[src/design/hpdd_pkg.sv]
// ============================================================================
// hpdd_pkg
// Shared widths, register indexes, constants, microcode types and the
// microcode program of the heading PID differential-drive controller.
// ============================================================================
package hpdd_pkg;

  // Field and datapath widths
  localparam int ERR_W      = 9;    // wrapped heading error
  localparam int WIDE_W     = 11;   // raw heading difference before wrap
  localparam int DT_W       = 16;
  localparam int FWD_W      = 7;
  localparam int GAIN_W     = 10;
  localparam int LIM_W      = 16;
  localparam int SPD_W      = 16;
  localparam int INT_W      = 17;
  localparam int DERIV_W    = 20;
  localparam int MUL_A_W    = 20;
  localparam int MUL_B_W    = 17;
  localparam int MUL_P_W    = MUL_A_W + MUL_B_W + 1;
  localparam int PROD_W     = 31;
  localparam int DIV_W      = 30;   // dividend magnitude, two bits retired per cycle
  localparam int DVS_W      = 17;
  localparam int DIV_STEPS  = DIV_W / 2;
  localparam int DCNT_W     = $clog2(DIV_STEPS + 1);
  localparam int RCP_W      = 31;   // reciprocal constant
  localparam int RCP_P_W    = DIV_W + RCP_W;
  localparam int ACC_W      = 32;
  localparam int OUT_W      = 16;
  localparam int WHEEL_W    = 18;
  localparam int PC_W       = 4;
  localparam int CFG_ADDR_W = 3;
  localparam int CFG_DATA_W = 16;
  localparam int IN_DATA_W  = 48;
  localparam int OUT_DATA_W = 48;

  // Configuration register indexes
  localparam logic [CFG_ADDR_W-1:0] REG_P_GAIN    = 3'd0;
  localparam logic [CFG_ADDR_W-1:0] REG_I_GAIN    = 3'd1;
  localparam logic [CFG_ADDR_W-1:0] REG_D_GAIN    = 3'd2;
  localparam logic [CFG_ADDR_W-1:0] REG_INT_LIMIT = 3'd3;
  localparam logic [CFG_ADDR_W-1:0] REG_SPEED_MAX = 3'd4;
  localparam logic [CFG_ADDR_W-1:0] REG_SPEED_MIN = 3'd5;

  // Register reset values
  localparam logic [GAIN_W-1:0]       P_GAIN_RST    = 10'd65;
  localparam logic [GAIN_W-1:0]       I_GAIN_RST    = 10'd20;
  localparam logic [GAIN_W-1:0]       D_GAIN_RST    = 10'd20;
  localparam logic [LIM_W-1:0]        INT_LIMIT_RST = 16'd50000;
  localparam logic signed [SPD_W-1:0] SPEED_MAX_RST = 16'sd100;
  localparam logic signed [SPD_W-1:0] SPEED_MIN_RST = -16'sd100;

  // Arithmetic constants
  localparam logic signed [WIDE_W-1:0] WRAP_HI   = 11'sd180;
  localparam logic signed [WIDE_W-1:0] WRAP_LO   = -11'sd179;
  localparam logic signed [WIDE_W-1:0] WRAP_SPAN = 11'sd360;
  localparam logic [MUL_B_W-1:0]       K_DERIV   = 17'd1000;
  localparam logic signed [ACC_W-1:0]  CTRL_MAX  = 32'sd32767;
  localparam logic signed [ACC_W-1:0]  CTRL_MIN  = -32'sd32768;

  // Reciprocals for the constant divisors. With the shift set to the
  // dividend width plus the divisor's bit length, the rounded-up reciprocal
  // gives the exact truncated quotient for every dividend magnitude.
  localparam int GAIN_SHIFT  = DIV_W + 7;    // divide by 100
  localparam int ITERM_SHIFT = DIV_W + 17;   // divide by 100 times 1000
  localparam logic [RCP_W-1:0] GAIN_RCP  =
    RCP_W'(((64'd1 << GAIN_SHIFT) + 64'd99) / 64'd100);
  localparam logic [RCP_W-1:0] ITERM_RCP =
    RCP_W'(((64'd1 << ITERM_SHIFT) + 64'd99999) / 64'd100000);

  // Microcode fields
  typedef enum logic [2:0] {
    COND_NEXT,      // always advance to the next step
    COND_WAIT_IN,   // hold until an input transaction
    COND_IF_FUNC,   // branch to target on a clear item
    COND_WAIT_DIV,  // hold until the divider is idle
    COND_WAIT_OUT   // hold until the output register is free, then go to target
  } cond_t;

  typedef enum logic [3:0] {
    ALU_NOP,
    ALU_LATCH,
    ALU_ERR,
    ALU_INTEG,
    ALU_LAST,
    ALU_PUSH,
    ALU_MEAN,
    ALU_ACC_LOAD,
    ALU_ACC_ADD,
    ALU_SAT,
    ALU_OUT,
    ALU_CLEAR,
    ALU_OUT_ZERO
  } alu_op_t;

  typedef enum logic [2:0] {
    MUL_NONE,
    MUL_ERR_DT,
    MUL_DIFF_K,
    MUL_ERR_P,
    MUL_INT_I,
    MUL_MEAN_D
  } mul_sel_t;

  typedef enum logic [2:0] {
    DIV_NONE,
    DIV_DERIV,
    DIV_MEAN,
    DIV_PTERM,
    DIV_ITERM,
    DIV_DTERM
  } div_sel_t;

  typedef struct packed {
    cond_t            cond;
    alu_op_t          alu;
    mul_sel_t         mul;
    div_sel_t         div;
    logic [PC_W-1:0]  target;
  } uop_t;

  // Program steps
  localparam logic [PC_W-1:0] STEP_IDLE     = 4'd0;
  localparam logic [PC_W-1:0] STEP_ERR      = 4'd1;
  localparam logic [PC_W-1:0] STEP_MUL_INT  = 4'd2;
  localparam logic [PC_W-1:0] STEP_INTEG    = 4'd3;
  localparam logic [PC_W-1:0] STEP_DIV_DER  = 4'd4;
  localparam logic [PC_W-1:0] STEP_PUSH     = 4'd5;
  localparam logic [PC_W-1:0] STEP_DIV_MEAN = 4'd6;
  localparam logic [PC_W-1:0] STEP_MEAN     = 4'd7;
  localparam logic [PC_W-1:0] STEP_PTERM    = 4'd8;
  localparam logic [PC_W-1:0] STEP_ITERM    = 4'd9;
  localparam logic [PC_W-1:0] STEP_DTERM    = 4'd10;
  localparam logic [PC_W-1:0] STEP_SAT      = 4'd11;
  localparam logic [PC_W-1:0] STEP_OUT      = 4'd12;
  localparam logic [PC_W-1:0] STEP_CLEAR    = 4'd13;
  localparam logic [PC_W-1:0] STEP_CLR_OUT  = 4'd14;
  localparam logic [PC_W-1:0] STEP_LAST     = STEP_CLR_OUT;

  // Control store. A divider start in a wait step fires on the cycle the
  // previous division completes, so divisions run back to back.
  function automatic uop_t ucode(input logic [PC_W-1:0] pc);
    uop_t u;
    unique case (pc)
      STEP_IDLE:     u = '{COND_WAIT_IN,  ALU_LATCH,    MUL_NONE,   DIV_NONE,  STEP_IDLE};
      STEP_ERR:      u = '{COND_IF_FUNC,  ALU_ERR,      MUL_NONE,   DIV_NONE,  STEP_CLEAR};
      STEP_MUL_INT:  u = '{COND_NEXT,     ALU_NOP,      MUL_ERR_DT, DIV_NONE,  STEP_IDLE};
      STEP_INTEG:    u = '{COND_NEXT,     ALU_INTEG,    MUL_DIFF_K, DIV_NONE,  STEP_IDLE};
      STEP_DIV_DER:  u = '{COND_NEXT,     ALU_LAST,     MUL_NONE,   DIV_DERIV, STEP_IDLE};
      STEP_PUSH:     u = '{COND_WAIT_DIV, ALU_PUSH,     MUL_NONE,   DIV_NONE,  STEP_IDLE};
      STEP_DIV_MEAN: u = '{COND_NEXT,     ALU_NOP,      MUL_ERR_P,  DIV_MEAN,  STEP_IDLE};
      STEP_MEAN:     u = '{COND_WAIT_DIV, ALU_MEAN,     MUL_INT_I,  DIV_PTERM, STEP_IDLE};
      STEP_PTERM:    u = '{COND_WAIT_DIV, ALU_ACC_LOAD, MUL_MEAN_D, DIV_ITERM, STEP_IDLE};
      STEP_ITERM:    u = '{COND_WAIT_DIV, ALU_ACC_ADD,  MUL_NONE,   DIV_DTERM, STEP_IDLE};
      STEP_DTERM:    u = '{COND_WAIT_DIV, ALU_ACC_ADD,  MUL_NONE,   DIV_NONE,  STEP_IDLE};
      STEP_SAT:      u = '{COND_NEXT,     ALU_SAT,      MUL_NONE,   DIV_NONE,  STEP_IDLE};
      STEP_OUT:      u = '{COND_WAIT_OUT, ALU_OUT,      MUL_NONE,   DIV_NONE,  STEP_IDLE};
      STEP_CLEAR:    u = '{COND_NEXT,     ALU_CLEAR,    MUL_NONE,   DIV_NONE,  STEP_IDLE};
      STEP_CLR_OUT:  u = '{COND_WAIT_OUT, ALU_OUT_ZERO, MUL_NONE,   DIV_NONE,  STEP_IDLE};
      default:       u = '{COND_WAIT_OUT, ALU_NOP,      MUL_NONE,   DIV_NONE,  STEP_IDLE};
    endcase
    return u;
  endfunction

endpackage

[src/design/heading_pid_differential_drive.sv]
// ============================================================================
// heading_pid_differential_drive
// Heading PID controller with angle wrap, derivative averaging and
// differential wheel mixing, run by a microcoded sequencer.
// ============================================================================
// Usage:
//   Items arrive on the in_ channel. in_tuser selects the kind of item: 0 runs
//   one control step, 1 clears the integral, the previous error and the
//   derivative ring. Each item gives exactly one out_ transaction: zeros for a
//   clear item, else left and right wheel speeds and saturated control value.
//   A new item is taken only once the sequencer has put the previous result
//   in the output register. A run item's derivative is divided by the
//   elapsed time in the shared divider, which retires two quotient bits per
//   cycle. The ring mean and the P, I and D scaling divide by constants
//   through a reciprocal multiply in the same divider.
//   The result sits in an output register; the next item is accepted while
//   it waits, and the sequencer only stalls at its final step if the
//   receiver still has not taken the previous result.
//   Reset restores the register defaults, zeroes the controller state and
//   empties the output register. Configuration writes on cfg_ take effect
//   at the clock edge and must be made while no item is in flight.
// ============================================================================
module heading_pid_differential_drive
  import hpdd_pkg::*;
#(
  parameter int RING_DEPTH = 3
) (
  input  logic                  clk,
  input  logic                  rst_n,
  // in_tdata fields from bit 0: setpoint_heading[8:0], measured_heading[17:9],
  // elapsed_ms[33:18], forward_speed[40:34], zero pad [47:41]
  input  logic                  in_tvalid,
  output logic                  in_tready,
  input  logic [IN_DATA_W-1:0]  in_tdata,
  // in_tuser fields from bit 0: func
  input  logic                  in_tuser,
  // out_tdata fields from bit 0: left_speed[15:0], right_speed[31:16],
  // control_value[47:32]
  output logic                  out_tvalid,
  input  logic                  out_tready,
  output logic [OUT_DATA_W-1:0] out_tdata,
  input  logic                  cfg_we,
  input  logic [CFG_ADDR_W-1:0] cfg_addr,
  input  logic [CFG_DATA_W-1:0] cfg_wdata
);

  localparam int PTR_W = (RING_DEPTH > 1) ? $clog2(RING_DEPTH) : 1;
  localparam int SUM_W = DERIV_W + $clog2(RING_DEPTH) + 1;
  localparam int MEAN_SHIFT = DIV_W + $clog2(RING_DEPTH);
  localparam logic [RCP_W-1:0] MEAN_RCP =
    RCP_W'(((64'd1 << MEAN_SHIFT) + 64'(RING_DEPTH) - 64'd1) / 64'(RING_DEPTH));

  // Configuration registers
  logic [GAIN_W-1:0]       p_gain_r, i_gain_r, d_gain_r;
  logic [LIM_W-1:0]        lim_r;
  logic signed [SPD_W-1:0] spd_max_r, spd_min_r;

  // Sequencer
  logic [PC_W-1:0] pc_r, pc_nxt;
  uop_t            uop;
  logic            go;
  logic            in_fire;
  logic            div_start;

  // Latched item
  logic                     func_r;
  logic signed [ERR_W-1:0]  sp_r, hd_r;
  logic [DT_W-1:0]          dt_r;
  logic [FWD_W-1:0]         fwd_r;

  // Controller state
  logic signed [INT_W-1:0]   integ_r, integ_nxt;
  logic signed [ERR_W-1:0]   last_r, last_nxt;
  logic signed [DERIV_W-1:0] ring_r [RING_DEPTH];
  logic signed [DERIV_W-1:0] ring_nxt [RING_DEPTH];
  logic signed [SUM_W-1:0]   sum_r, sum_nxt;
  logic [PTR_W-1:0]          ptr_r, ptr_nxt;

  // Scratch registers
  logic signed [ERR_W-1:0]   err_r, err_nxt;
  logic signed [PROD_W-1:0]  prod_r, prod_nxt;
  logic signed [DERIV_W-1:0] mean_r, mean_nxt;
  logic signed [ACC_W-1:0]   acc_r, acc_nxt;
  logic signed [OUT_W-1:0]   ctrl_r, ctrl_nxt;

  // Divider
  logic [DVS_W-1:0]         rem_r, rem_nxt;
  logic [DIV_W-1:0]         dq_r, dq_nxt;
  logic [DVS_W-1:0]         dvs_r, dvs_nxt;
  logic                     dneg_r, dneg_nxt;
  logic [DCNT_W-1:0]        dcnt_r, dcnt_nxt;
  div_sel_t                 dsel_r, dsel_nxt;
  logic [RCP_P_W-1:0]       rprod_r, rprod_nxt;
  logic [RCP_W-1:0]         rcp_k;
  logic [DIV_W-1:0]         qmag;
  logic                     div_busy;
  logic signed [PROD_W-1:0] div_x;
  logic signed [PROD_W-1:0] div_mag;
  logic signed [PROD_W-1:0] quot;

  // Multiplier
  logic signed [MUL_A_W-1:0] mul_a;
  logic [MUL_B_W-1:0]        mul_b;
  logic signed [MUL_P_W-1:0] mul_p;

  // Output register
  logic                  out_tvalid_r, out_tvalid_nxt;
  logic [OUT_DATA_W-1:0] out_tdata_r, out_tdata_nxt;

  // Combinational helpers
  logic signed [WIDE_W-1:0]  diff_w, wrap_w;
  logic signed [ACC_W-1:0]   int_sum, lim_w;
  logic signed [DERIV_W-1:0] deriv;
  logic signed [WHEEL_W-1:0] fwd_w, ctrl_w, left_w, right_w;

  function automatic logic [DVS_W+DIV_W-1:0] div_step(
    input logic [DVS_W-1:0] rem,
    input logic [DIV_W-1:0] dq,
    input logic [DVS_W-1:0] dvs
  );
    logic [DVS_W:0]   trial;
    logic [DVS_W-1:0] rem_o;
    logic             qbit;
    trial = {rem, dq[DIV_W-1]};
    if (trial >= {1'b0, dvs}) begin
      rem_o = DVS_W'(trial - {1'b0, dvs});
      qbit  = 1'b1;
    end else begin
      rem_o = trial[DVS_W-1:0];
      qbit  = 1'b0;
    end
    return {rem_o, dq[DIV_W-2:0], qbit};
  endfunction

  // Upper clamp first, lower second: the lower limit wins when they cross.
  function automatic logic signed [WHEEL_W-1:0] wheel_clamp(
    input logic signed [WHEEL_W-1:0] v,
    input logic signed [WHEEL_W-1:0] hi,
    input logic signed [WHEEL_W-1:0] lo
  );
    logic signed [WHEEL_W-1:0] t;
    t = (v > hi) ? hi : v;
    t = (t < lo) ? lo : t;
    return t;
  endfunction

  assign uop       = ucode(pc_r);
  assign in_tready = (uop.cond == COND_WAIT_IN);
  assign in_fire   = in_tvalid && in_tready;
  assign div_busy  = (dcnt_r != '0);
  assign div_start = go && (uop.div != DIV_NONE);

  assign out_tvalid = out_tvalid_r;
  assign out_tdata  = out_tdata_r;

  // ---------------------------------------------------------------------------
  // Sequencer: step advance and next step
  // ---------------------------------------------------------------------------
  always_comb begin
    go     = 1'b1;
    pc_nxt = pc_r + 1'b1;
    unique case (uop.cond)
      COND_NEXT:     go = 1'b1;
      COND_WAIT_IN:  go = in_fire;
      COND_IF_FUNC:  pc_nxt = func_r ? uop.target : pc_r + 1'b1;
      COND_WAIT_DIV: go = !div_busy;
      COND_WAIT_OUT: begin
        go     = !out_tvalid_r || out_tready;
        pc_nxt = uop.target;
      end
      default:       pc_nxt = STEP_IDLE;
    endcase
    if (!go) begin
      pc_nxt = pc_r;
    end
  end

  // ---------------------------------------------------------------------------
  // Shared multiplier and divider operand selection
  // ---------------------------------------------------------------------------
  always_comb begin
    mul_a = '0;
    mul_b = '0;
    case (uop.mul)
      MUL_ERR_DT: begin
        mul_a = {{(MUL_A_W-ERR_W){err_r[ERR_W-1]}}, err_r};
        mul_b = {{(MUL_B_W-DT_W){1'b0}}, dt_r};
      end
      MUL_DIFF_K: begin
        mul_a = {{(MUL_A_W-ERR_W){err_r[ERR_W-1]}}, err_r}
              - {{(MUL_A_W-ERR_W){last_r[ERR_W-1]}}, last_r};
        mul_b = K_DERIV;
      end
      MUL_ERR_P: begin
        mul_a = {{(MUL_A_W-ERR_W){err_r[ERR_W-1]}}, err_r};
        mul_b = {{(MUL_B_W-GAIN_W){1'b0}}, p_gain_r};
      end
      MUL_INT_I: begin
        mul_a = {{(MUL_A_W-INT_W){integ_r[INT_W-1]}}, integ_r};
        mul_b = {{(MUL_B_W-GAIN_W){1'b0}}, i_gain_r};
      end
      MUL_MEAN_D: begin
        mul_a = mean_r;
        mul_b = {{(MUL_B_W-GAIN_W){1'b0}}, d_gain_r};
      end
      default: begin
        mul_a = '0;
        mul_b = '0;
      end
    endcase
  end

  assign mul_p = mul_a * $signed({1'b0, mul_b});

  assign div_x = (uop.div == DIV_MEAN) ? {{(PROD_W-SUM_W){sum_r[SUM_W-1]}}, sum_r}
                                       : prod_r;

  // Divisions run on magnitudes so the quotient truncates toward zero.
  // Only the derivative divides by a variable; the constant divisors use a
  // reciprocal multiply whose product is registered before the quotient is read.
  assign div_mag = div_x[PROD_W-1] ? -div_x : div_x;

  always_comb begin
    case (dsel_r)
      DIV_MEAN:  rcp_k = MEAN_RCP;
      DIV_ITERM: rcp_k = ITERM_RCP;
      default:   rcp_k = GAIN_RCP;
    endcase
  end

  always_comb begin
    case (dsel_r)
      DIV_DERIV: qmag = dq_r;
      DIV_MEAN:  qmag = DIV_W'(rprod_r >> MEAN_SHIFT);
      DIV_ITERM: qmag = DIV_W'(rprod_r >> ITERM_SHIFT);
      default:   qmag = DIV_W'(rprod_r >> GAIN_SHIFT);
    endcase
  end

  assign quot = dneg_r ? -$signed({1'b0, qmag}) : $signed({1'b0, qmag});

  always_comb begin
    logic [DVS_W+DIV_W-1:0] s1, s2;
    s1        = div_step(rem_r, dq_r, dvs_r);
    s2        = div_step(s1[DVS_W+DIV_W-1:DIV_W], s1[DIV_W-1:0], dvs_r);
    rem_nxt   = rem_r;
    dq_nxt    = dq_r;
    dvs_nxt   = dvs_r;
    dneg_nxt  = dneg_r;
    dcnt_nxt  = dcnt_r;
    dsel_nxt  = dsel_r;
    rprod_nxt = rprod_r;
    if (div_start) begin
      rem_nxt  = '0;
      dq_nxt   = div_mag[DIV_W-1:0];
      dvs_nxt  = {{(DVS_W-DT_W){1'b0}}, dt_r};
      dneg_nxt = div_x[PROD_W-1];
      dsel_nxt = uop.div;
      dcnt_nxt = (uop.div == DIV_DERIV) ? DCNT_W'(DIV_STEPS) : DCNT_W'(1);
    end else if (div_busy) begin
      if (dsel_r == DIV_DERIV) begin
        rem_nxt = s2[DVS_W+DIV_W-1:DIV_W];
        dq_nxt  = s2[DIV_W-1:0];
      end else begin
        rprod_nxt = dq_r * rcp_k;
      end
      dcnt_nxt = dcnt_r - 1'b1;
    end
  end

  // ---------------------------------------------------------------------------
  // Datapath
  // ---------------------------------------------------------------------------
  assign diff_w = {{(WIDE_W-ERR_W){sp_r[ERR_W-1]}}, sp_r}
                - {{(WIDE_W-ERR_W){hd_r[ERR_W-1]}}, hd_r};
  assign wrap_w = (diff_w >= WRAP_HI) ? diff_w - WRAP_SPAN :
                  (diff_w < WRAP_LO)  ? diff_w + WRAP_SPAN : diff_w;

  assign int_sum = {{(ACC_W-INT_W){integ_r[INT_W-1]}}, integ_r}
                 + {{(ACC_W-PROD_W){prod_r[PROD_W-1]}}, prod_r};
  assign lim_w   = $signed({{(ACC_W-LIM_W){1'b0}}, lim_r});

  // A zero elapsed time gives a zero derivative sample.
  assign deriv = (dt_r == '0) ? '0 : quot[DERIV_W-1:0];

  assign fwd_w   = $signed({{(WHEEL_W-FWD_W){1'b0}}, fwd_r});
  assign ctrl_w  = {{(WHEEL_W-OUT_W){ctrl_r[OUT_W-1]}}, ctrl_r};
  assign left_w  = wheel_clamp(fwd_w + ctrl_w,
                               {{(WHEEL_W-SPD_W){spd_max_r[SPD_W-1]}}, spd_max_r},
                               {{(WHEEL_W-SPD_W){spd_min_r[SPD_W-1]}}, spd_min_r});
  assign right_w = wheel_clamp(fwd_w - ctrl_w,
                               {{(WHEEL_W-SPD_W){spd_max_r[SPD_W-1]}}, spd_max_r},
                               {{(WHEEL_W-SPD_W){spd_min_r[SPD_W-1]}}, spd_min_r});

  always_comb begin
    integ_nxt      = integ_r;
    last_nxt       = last_r;
    ring_nxt       = ring_r;
    sum_nxt        = sum_r;
    ptr_nxt        = ptr_r;
    err_nxt        = err_r;
    prod_nxt       = prod_r;
    mean_nxt       = mean_r;
    acc_nxt        = acc_r;
    ctrl_nxt       = ctrl_r;
    out_tdata_nxt  = out_tdata_r;
    out_tvalid_nxt = out_tvalid_r && !out_tready;

    if (go && uop.mul != MUL_NONE) begin
      prod_nxt = mul_p[PROD_W-1:0];
    end

    if (go) begin
      case (uop.alu)
        ALU_ERR:  err_nxt = wrap_w[ERR_W-1:0];
        ALU_INTEG: begin
          if (int_sum > lim_w) begin
            integ_nxt = lim_w[INT_W-1:0];
          end else if (int_sum < -lim_w) begin
            integ_nxt = INT_W'(-lim_w);
          end else begin
            integ_nxt = int_sum[INT_W-1:0];
          end
        end
        ALU_LAST: last_nxt = err_r;
        ALU_PUSH: begin
          // The ring sum is kept running: drop the overwritten sample, add the new one.
          ring_nxt[ptr_r] = deriv;
          sum_nxt = sum_r
                  - {{(SUM_W-DERIV_W){ring_r[ptr_r][DERIV_W-1]}}, ring_r[ptr_r]}
                  + {{(SUM_W-DERIV_W){deriv[DERIV_W-1]}}, deriv};
          ptr_nxt = (ptr_r == PTR_W'(RING_DEPTH - 1)) ? '0 : ptr_r + 1'b1;
        end
        ALU_MEAN:     mean_nxt = quot[DERIV_W-1:0];
        ALU_ACC_LOAD: acc_nxt = {{(ACC_W-PROD_W){quot[PROD_W-1]}}, quot};
        ALU_ACC_ADD:  acc_nxt = acc_r + {{(ACC_W-PROD_W){quot[PROD_W-1]}}, quot};
        ALU_SAT: begin
          if (acc_r > CTRL_MAX) begin
            ctrl_nxt = CTRL_MAX[OUT_W-1:0];
          end else if (acc_r < CTRL_MIN) begin
            ctrl_nxt = CTRL_MIN[OUT_W-1:0];
          end else begin
            ctrl_nxt = acc_r[OUT_W-1:0];
          end
        end
        ALU_OUT: begin
          out_tdata_nxt  = {ctrl_r, right_w[OUT_W-1:0], left_w[OUT_W-1:0]};
          out_tvalid_nxt = 1'b1;
        end
        ALU_CLEAR: begin
          integ_nxt = '0;
          last_nxt  = '0;
          sum_nxt   = '0;
          ptr_nxt   = '0;
          for (int k = 0; k < RING_DEPTH; k++) begin
            ring_nxt[k] = '0;
          end
        end
        ALU_OUT_ZERO: begin
          out_tdata_nxt  = '0;
          out_tvalid_nxt = 1'b1;
        end
        default: ;
      endcase
    end
  end

  // ---------------------------------------------------------------------------
  // Registers
  // ---------------------------------------------------------------------------
  always_ff @(posedge clk) begin
    if (!rst_n) begin
      p_gain_r  <= P_GAIN_RST;
      i_gain_r  <= I_GAIN_RST;
      d_gain_r  <= D_GAIN_RST;
      lim_r     <= INT_LIMIT_RST;
      spd_max_r <= SPEED_MAX_RST;
      spd_min_r <= SPEED_MIN_RST;
    end else if (cfg_we) begin
      case (cfg_addr)
        REG_P_GAIN:    p_gain_r  <= cfg_wdata[GAIN_W-1:0];
        REG_I_GAIN:    i_gain_r  <= cfg_wdata[GAIN_W-1:0];
        REG_D_GAIN:    d_gain_r  <= cfg_wdata[GAIN_W-1:0];
        REG_INT_LIMIT: lim_r     <= cfg_wdata[LIM_W-1:0];
        REG_SPEED_MAX: spd_max_r <= $signed(cfg_wdata[SPD_W-1:0]);
        REG_SPEED_MIN: spd_min_r <= $signed(cfg_wdata[SPD_W-1:0]);
        default: ;
      endcase
    end
  end

  always_ff @(posedge clk) begin
    if (!rst_n) begin
      pc_r         <= STEP_IDLE;
      dcnt_r       <= '0;
      out_tvalid_r <= 1'b0;
      integ_r      <= '0;
      last_r       <= '0;
      sum_r        <= '0;
      ptr_r        <= '0;
      for (int k = 0; k < RING_DEPTH; k++) begin
        ring_r[k] <= '0;
      end
    end else begin
      pc_r         <= pc_nxt;
      dcnt_r       <= dcnt_nxt;
      out_tvalid_r <= out_tvalid_nxt;
      integ_r      <= integ_nxt;
      last_r       <= last_nxt;
      sum_r        <= sum_nxt;
      ptr_r        <= ptr_nxt;
      ring_r       <= ring_nxt;
    end
  end

  always_ff @(posedge clk) begin
    if (in_fire) begin
      func_r <= in_tuser;
      sp_r   <= $signed(in_tdata[8:0]);
      hd_r   <= $signed(in_tdata[17:9]);
      dt_r   <= in_tdata[33:18];
      fwd_r  <= in_tdata[40:34];
    end
    err_r       <= err_nxt;
    prod_r      <= prod_nxt;
    mean_r      <= mean_nxt;
    acc_r       <= acc_nxt;
    ctrl_r      <= ctrl_nxt;
    rem_r       <= rem_nxt;
    dq_r        <= dq_nxt;
    dvs_r       <= dvs_nxt;
    dneg_r      <= dneg_nxt;
    dsel_r      <= dsel_nxt;
    rprod_r     <= rprod_nxt;
    out_tdata_r <= out_tdata_nxt;
  end

  // ---------------------------------------------------------------------------
  // Assertions
  // ---------------------------------------------------------------------------
  a_div_no_restart: assert property (@(posedge clk) disable iff (!rst_n)
    div_start |-> (dcnt_r == '0))
    else $error("divider started while a division is in progress");

  a_pc_range: assert property (@(posedge clk) disable iff (!rst_n)
    pc_r <= STEP_LAST)
    else $error("sequencer left the program");

  a_accept_to_err: assert property (@(posedge clk) disable iff (!rst_n)
    in_fire |=> (pc_r == STEP_ERR))
    else $error("accepted item did not enter the error step");

  a_ptr_range: assert property (@(posedge clk) disable iff (!rst_n)
    int'(ptr_r) < RING_DEPTH)
    else $error("ring pointer out of range");

  a_out_from_step: assert property (@(posedge clk) disable iff (!rst_n)
    $rose(out_tvalid_r) |->
      $past(go && (uop.alu == ALU_OUT || uop.alu == ALU_OUT_ZERO)))
    else $error("result raised outside an output step");

endmodule
[config.mk]
export PLATFORM = sky130hd
export DESIGN_NAME = heading_pid_differential_drive
export DESIGN_NICKNAME = d
export VERILOG_FILES = /design/src/design/hpdd_pkg.sv /design/src/design/heading_pid_differential_drive.sv
export SDC_FILE = /design/constraint.sdc
export NUM_CORES = 2
export LEC_CHECK = 0
export BUFFER_PORTS_ARGS = -buffer_cell sky130_fd_sc_hd__buf_2
export CORE_AREA = 2 2 393 395
export CTS_BUF_LIST = sky130_fd_sc_hd__clkbuf_4
export CTS_CLUSTER_DIAMETER = 40
export CTS_CLUSTER_SIZE = 25
export DETAILED_ROUTE_END_ITERATION = 16
export DIE_AREA = 0 0 395 397
export GPL_TIMING_DRIVEN = 0
export SLEW_MARGIN = 20
export SYNTH_ARGS = -nofsm -noshare
export SYNTH_HDL_FRONTEND = slang
export SYNTH_SLANG_ARGS = --single-unit
[constraint.sdc]
create_clock -name clk -period 9.6 [get_ports clk]
set_clock_uncertainty 0.05 [all_clocks]
set_input_delay 0.96 -clock clk [delete_from_list [all_inputs] [get_ports clk]]
set_output_delay 0.96 -clock clk [all_outputs]
set_load 0.02 [all_outputs]
After elaboration in Yosys (flattened, before gate mapping):

Memory sizes are Yosys's and may differ from the RTL's. A register that Yosys moved wholly into a read port is not among the register bits.
Cells that the tools add are included.

* input port bits: 73
* bits in registers: 524
* memories: 1
* bits in latches: 0
* memory bits (writable): 0
* bits in read-only memories: 256
* logic and storage cells: 192

Memory list
* (name not given): depth 16, bits a word 16, rd ports 1, clocked after Yosys merged registers in 1, write ports 0, line hpdd_pkg.sv:144 `unique case (pc)`

* divide/modulo/power cells: 0
* shift-type cells: 0
* multipliers: 2
* mux-type cells: 48
* add/sub/neg operators: 18
* bitwise gates (word level): 3
* magnitude comparators: 14
* equal/unequal tests: 31
* reductions and logical operators: 42

Operator list (number)
* two-way mux 30 bit: 4
* case mux 60 bit (2 select lines): 1
* case mux 48 bit (2 select lines): 1
* case mux 30 bit (3 select lines): 1
* two-way mux 20 bit: 4
* case mux 16 bit (5 select lines): 1
* case mux 20 bit (4 select lines): 1
* two-way mux 17 bit: 4
* case mux 32 bit (2 select lines): 1
* two-way mux 31 bit: 2
* multiplier 30 x 31 -> 61 bit: 1
* bitwise mux 60 bit: 1
* case mux 27 bit (2 select lines): 1
* two-way mux 16 bit: 3
* case mux 23 bit (2 select lines): 1
* binary-select mux 20 bit (select 2 bit): 1
* demux 20 bit (select 2 bit): 1
* >= comparator 18 x 16 -> 1 bit: 2
* < comparator 18 x 16 -> 1 bit: 2
* two-way mux 18 bit: 2
* > comparator 17 x 16 -> 1 bit: 2
* case mux 17 bit (2 select lines): 1
* subtractor 17 x 16 -> 17 bit: 2
* adder 17 x 31 -> 32 bit: 1
* other kinds (52): 117

Logic depth before layout (Yosys ltp):

* depth in word-level cells: 7
* mapped depth: 38
* mapped depth without buffers: 38

Least setup slack after synthesis:

No wires, ideal clock.

* path type: reg2reg
* start: reg dsel_r[0]
* end: reg rprod_r[60], data pin
* stages on the path, launching flop included: 33
* path slack: 0.481 ns
* required time: 9.291 ns
* library setup time: 0.259 ns
* data arrival time: 8.810 ns
* cells stage by stage: edfxtp_1 -> buf_2 -> nor3b_2 -> clkbuf_1 -> clkbuf_1 -> clkbuf_1 -> buf_1 -> nand2_1 -> fa_1 -> inv_1 -> fa_1 -> fa_1 -> inv_1 -> fa_1 -> inv_1 -> fa_1 -> fa_1 -> fa_1 -> inv_1 -> fa_1 -> inv_1 -> ha_1 -> and4_1 -> and3_1 -> a221oi_1 -> a21boi_0 -> and2_1 -> a211oi_1 -> o2111ai_1 -> a21boi_0 -> a41o_1 -> a21oi_1 -> xnor2_1

* word-level cells in the longest chain between the ends: 3

Ends and longest elaborated chain
* start: declaration: line heading_pid_differential_drive.sv:92 `div_sel_t dsel_r, dsel_nxt;`
* start signal: assignment: line heading_pid_differential_drive.sv:433 `dsel_r <= dsel_nxt;`
* equality test 3 bit or equality test 3 x 2 -> 1 bit (tied branches): line heading_pid_differential_drive.sv:224 `case (dsel_r)`
* case mux 27 bit (2 select lines) *: line heading_pid_differential_drive.sv:224
* multiplier 30 x 31 -> 61 bit *: line heading_pid_differential_drive.sv:265 `rprod_nxt = dq_r * rcp_k;`
* end signal: assignment: line heading_pid_differential_drive.sv:434 `rprod_r <= rprod_nxt;`
* end: declaration: line heading_pid_differential_drive.sv:93 `logic [RCP_P_W-1:0] rprod_r, rprod_nxt;`

Mark *: on every way between the ends. The rest lies on a longest branch, timed or not.
A chain may end at the register's enable or synchronous reset.

Worst setup path in the final report:

* start: reg dsel_r[1]
* end: reg rprod_r[60], data pin

The elaborated chain is that of the path after synthesis.

==> results.md <==
* Setup violators final at 0
* Post-synth ARST share at 0
* Core Rows at 144
* Remaining DRCs at 0
* DIE HEIGHT at 397 um
* Buffers on Ports at around 110
* Hold Startpoint: cfg_wdata[14]
* P&R area growth vs syn at 8.94%
* Total grt overflow at 0
* Clk sinks at 506
* Clock latency on the worst-skew pair at 1.15 ns
* Die area at 0.157 mm2
* Nets at 9485
* Req. time, crit path at 10.37 ns
* Worst flop-to-flop path endpoint: rprod_r[60]$_DFFE_PP_
* Finished Core Util at 0.487
* Final hold slack at 0.114 ns
* Cell variety after synth at 103
* Area contributors post-synth: fa_1 (28%), ha_1 (13%), edfxtp_1 (12%), inv_1 (8.8%), dfxtp_1 (6.7%)
* CP most frequent cell: fa_1
* Critical path peak fanout at 10
* Max-Cap Viols at 0
* Initial antenna violation count at 13
* Routed Antenna Nets at 0
* Net Count, Synth at around 9200
* Top-area cell type share of the netlist area at 0.280
* Worst path max stage delay at ~0.62 ns
* Pre-CTS WS at -3.16 ns
* Final Worst Setup Slack at 0.135 ns
* Fin. max-slew vios at 0
* EDFF count, synth at 277
* Peak Freq at 106 MHz
* Most frequent cell after synthesis: inv_1
* Total core area at 0.153 mm2
* H-tree Lvls at 3
* DR pass1 iterations at 7
* Starting Density at 0.447
* Crit share post-route at 0.986
* Predominant post-synthesis flop cell: edfxtp_1
* Result of the run: finished, final reports clean
* First-pass GRT wire length at 337000 um
* Reg-to-reg slack, setup at roughly 0.14 ns
* R2R Path Start: dsel_r[1]$_DFFE_PP_
* Critical path type: flop to flop
* FF+latch area at 0.0129 mm2
* Final count of hold timing violations at 0
* Final WL at 222000 um
* Post-DP HPWL at 187000 um
* Initial detailed-routing violation count at 4770
* Register area share after synthesis at 0.189
* Reg clk slew, reported paths at 0.12 ns
* All-Layer GR Usage at 0.284
* Filler cells at 14640
* Yosys warns at 0
* R2R cell count at 29
* Share of cells above drive strength 1 at 0.0692
* Multi-input gate area at ~0.049 mm2
* FF+latch count, synth at 506
* Largest net degree at the start of global routing at 36
* CP Capture Type: flop
* IO Count at 123
* Vias/cell at 5.47
* Worst setup SP type: flop
* Total CTS buffers at 93
* Post-synthesis average cell area at roughly 9 um2
* Dpl cells at 9639
* Worst-Margin Slew at 1.19 ns
* WHS Endpoint: spd_max_r[14]$_SDFFE_PN0P_
* Post-Syn Instances at 7467
* Hold Crit Class: input pin to flop
* Clk buf depth at 3
* Final Non-Filler Cells at between 9000 and 10000
* Gp weighted congestion at a little under 1
* Vias in the first global route at 54761
* Routed WL per cell at between 20 and 25 um
* Final worst path period need at 9.46 ns
* Top post-synthesis cells by count: inv_1 (1597), fa_1 (957), nand2_1 (706), ha_1 (704), nor2_1 (449)
* CTS tree: yes
* Hold depth at 3
* Critical path arrival at 10.23 ns
* Via count at 54065
* Cell Area, Synth at 0.0683 mm2
* Die Wd at around 400 um
* Slowest CP cell: fa_1
* Slew HR at 0.204
* Synth area leader: fa_1
* Root Driver: clkbuf_4
cell type report:
class / count / share of cell area
diodes: 8 / 0.000269
plain buffers: 226 / 0.0139
clock buffers: 100 / 0.0101
clock inverters: 76 / 0.0125
inverters: 1600 / 0.0807
multi-input cells: 5128 / 0.656
flip-flops and latches: 506 / 0.173
well taps: 2044 / 0.0344
repair buffers: 196 / 0.0192
state kept, by name, summed over array words and instances, names as in the netlist, 17 cells and up:
name	count
prod_r	31
integ_r	17
out_tdata	48
rprod_r	29
mean_r	20
sum_r	23
acc_r	32
dq_r	30
ring_r	60
rem_r	17
critical path: cells and delay by family (launching register included):
| kind | cells | cell delay, ns |
|---|---|---|
| AOI/OAI and AO/OA | 7 | 1.61 |
| buffers and inverters | 7 | 1.29 |
| adders and majority gates | 9 | 4.25 |
| and+or+nand+nor | 5 | 1.29 |
| DFF | 1 | 0.57 |
| xor gates and xnor gates | 1 | 0.09 |
through the flow:
step / cell area [um2] / setup TNS (ns)
6_report: 74400 / 0
5_1_grt: 74400 / -0.0493
4_1_cts: 74200 / -0.0419
3_5_place_dp: 71700 / -75.94
3_3_place_gp: 71400 / -81.43
2_1_floorplan: 68300 / 0
cells in the final DEF (no fill, tap or decap), types with 104 or more instances in the layout:
cell         n
o21ai_0    227
nor2_1     442
nand2_1    697
clkbuf_1   171
ha_1       704
nor2b_1    137
dfxtp_1    229
a21oi_1    272
buf_2      131
a21o_1     125
edfxtp_1   277
fa_1       952
clkbuf_4   104
inv_1     1589
xnor2_1    191
logic make-up (layout without fill, tap and decap cells):
logic type,count (synthesis),in the layout,synth area share
AND/OR/NAND/NOR,1832,1833,0.124
AO/OA/AOI/OAI,1220,1220,0.120
other,0,8,0
flip-flops,506,506,0.189
adder cells (fa/ha/maj),1661,1661,0.409
buffers and inverters,1834,2198,0.101
XOR/XNOR,278,278,0.0358
multiplexers,136,136,0.0209
how the worst max path moves through the flow:
stage	depth (start not counted)	endpoint	start
final	29	rprod_r[60]$_DFFE_PP_	dsel_r[1]$_DFFE_PP_
after global routing	34	rprod_r[60]$_DFFE_PP_	dsel_r[0]$_DFFE_PP_
after CTS	32	rprod_r[60]$_DFFE_PP_	dsel_r[0]$_DFFE_PP_
after detailed placement	31	rprod_r[60]$_DFFE_PP_	dsel_r[1]$_DFFE_PP_
after global placement	32	rprod_r[60]$_DFFE_PP_	dsel_r[2]$_DFFE_PP_
after floorplan	32	rprod_r[60]$_DFFE_PP_	dsel_r[0]$_DFFE_PP_
metal layers:
layer | GRT usage | vias to the layer above | part of all wire
met3 | 0.0446 | 423 | 0.075
met1 | 0.409 | 26705 | 0.45
met4 | 0.0974 | 2 | 0.039
met5 | 0 | - | 0.000059
li1 | - | 24846 | -
met2 | 0.435 | 2089 | 0.44
repair_timing:
action | in CTS | in global routing
resized for setup | 80 | 84
endpoints found under the hold margin | 69 | 0
buffers inserted | 6 | 10
endpoints found under the setup margin | 37 | 19
hold buffers | 52 | 0
pin swaps | 2 | 5
cloned | 0 | 1
Power is not shown: default switching activity piles up to over one toggle a cycle in this logic, so the estimate is an artifact.
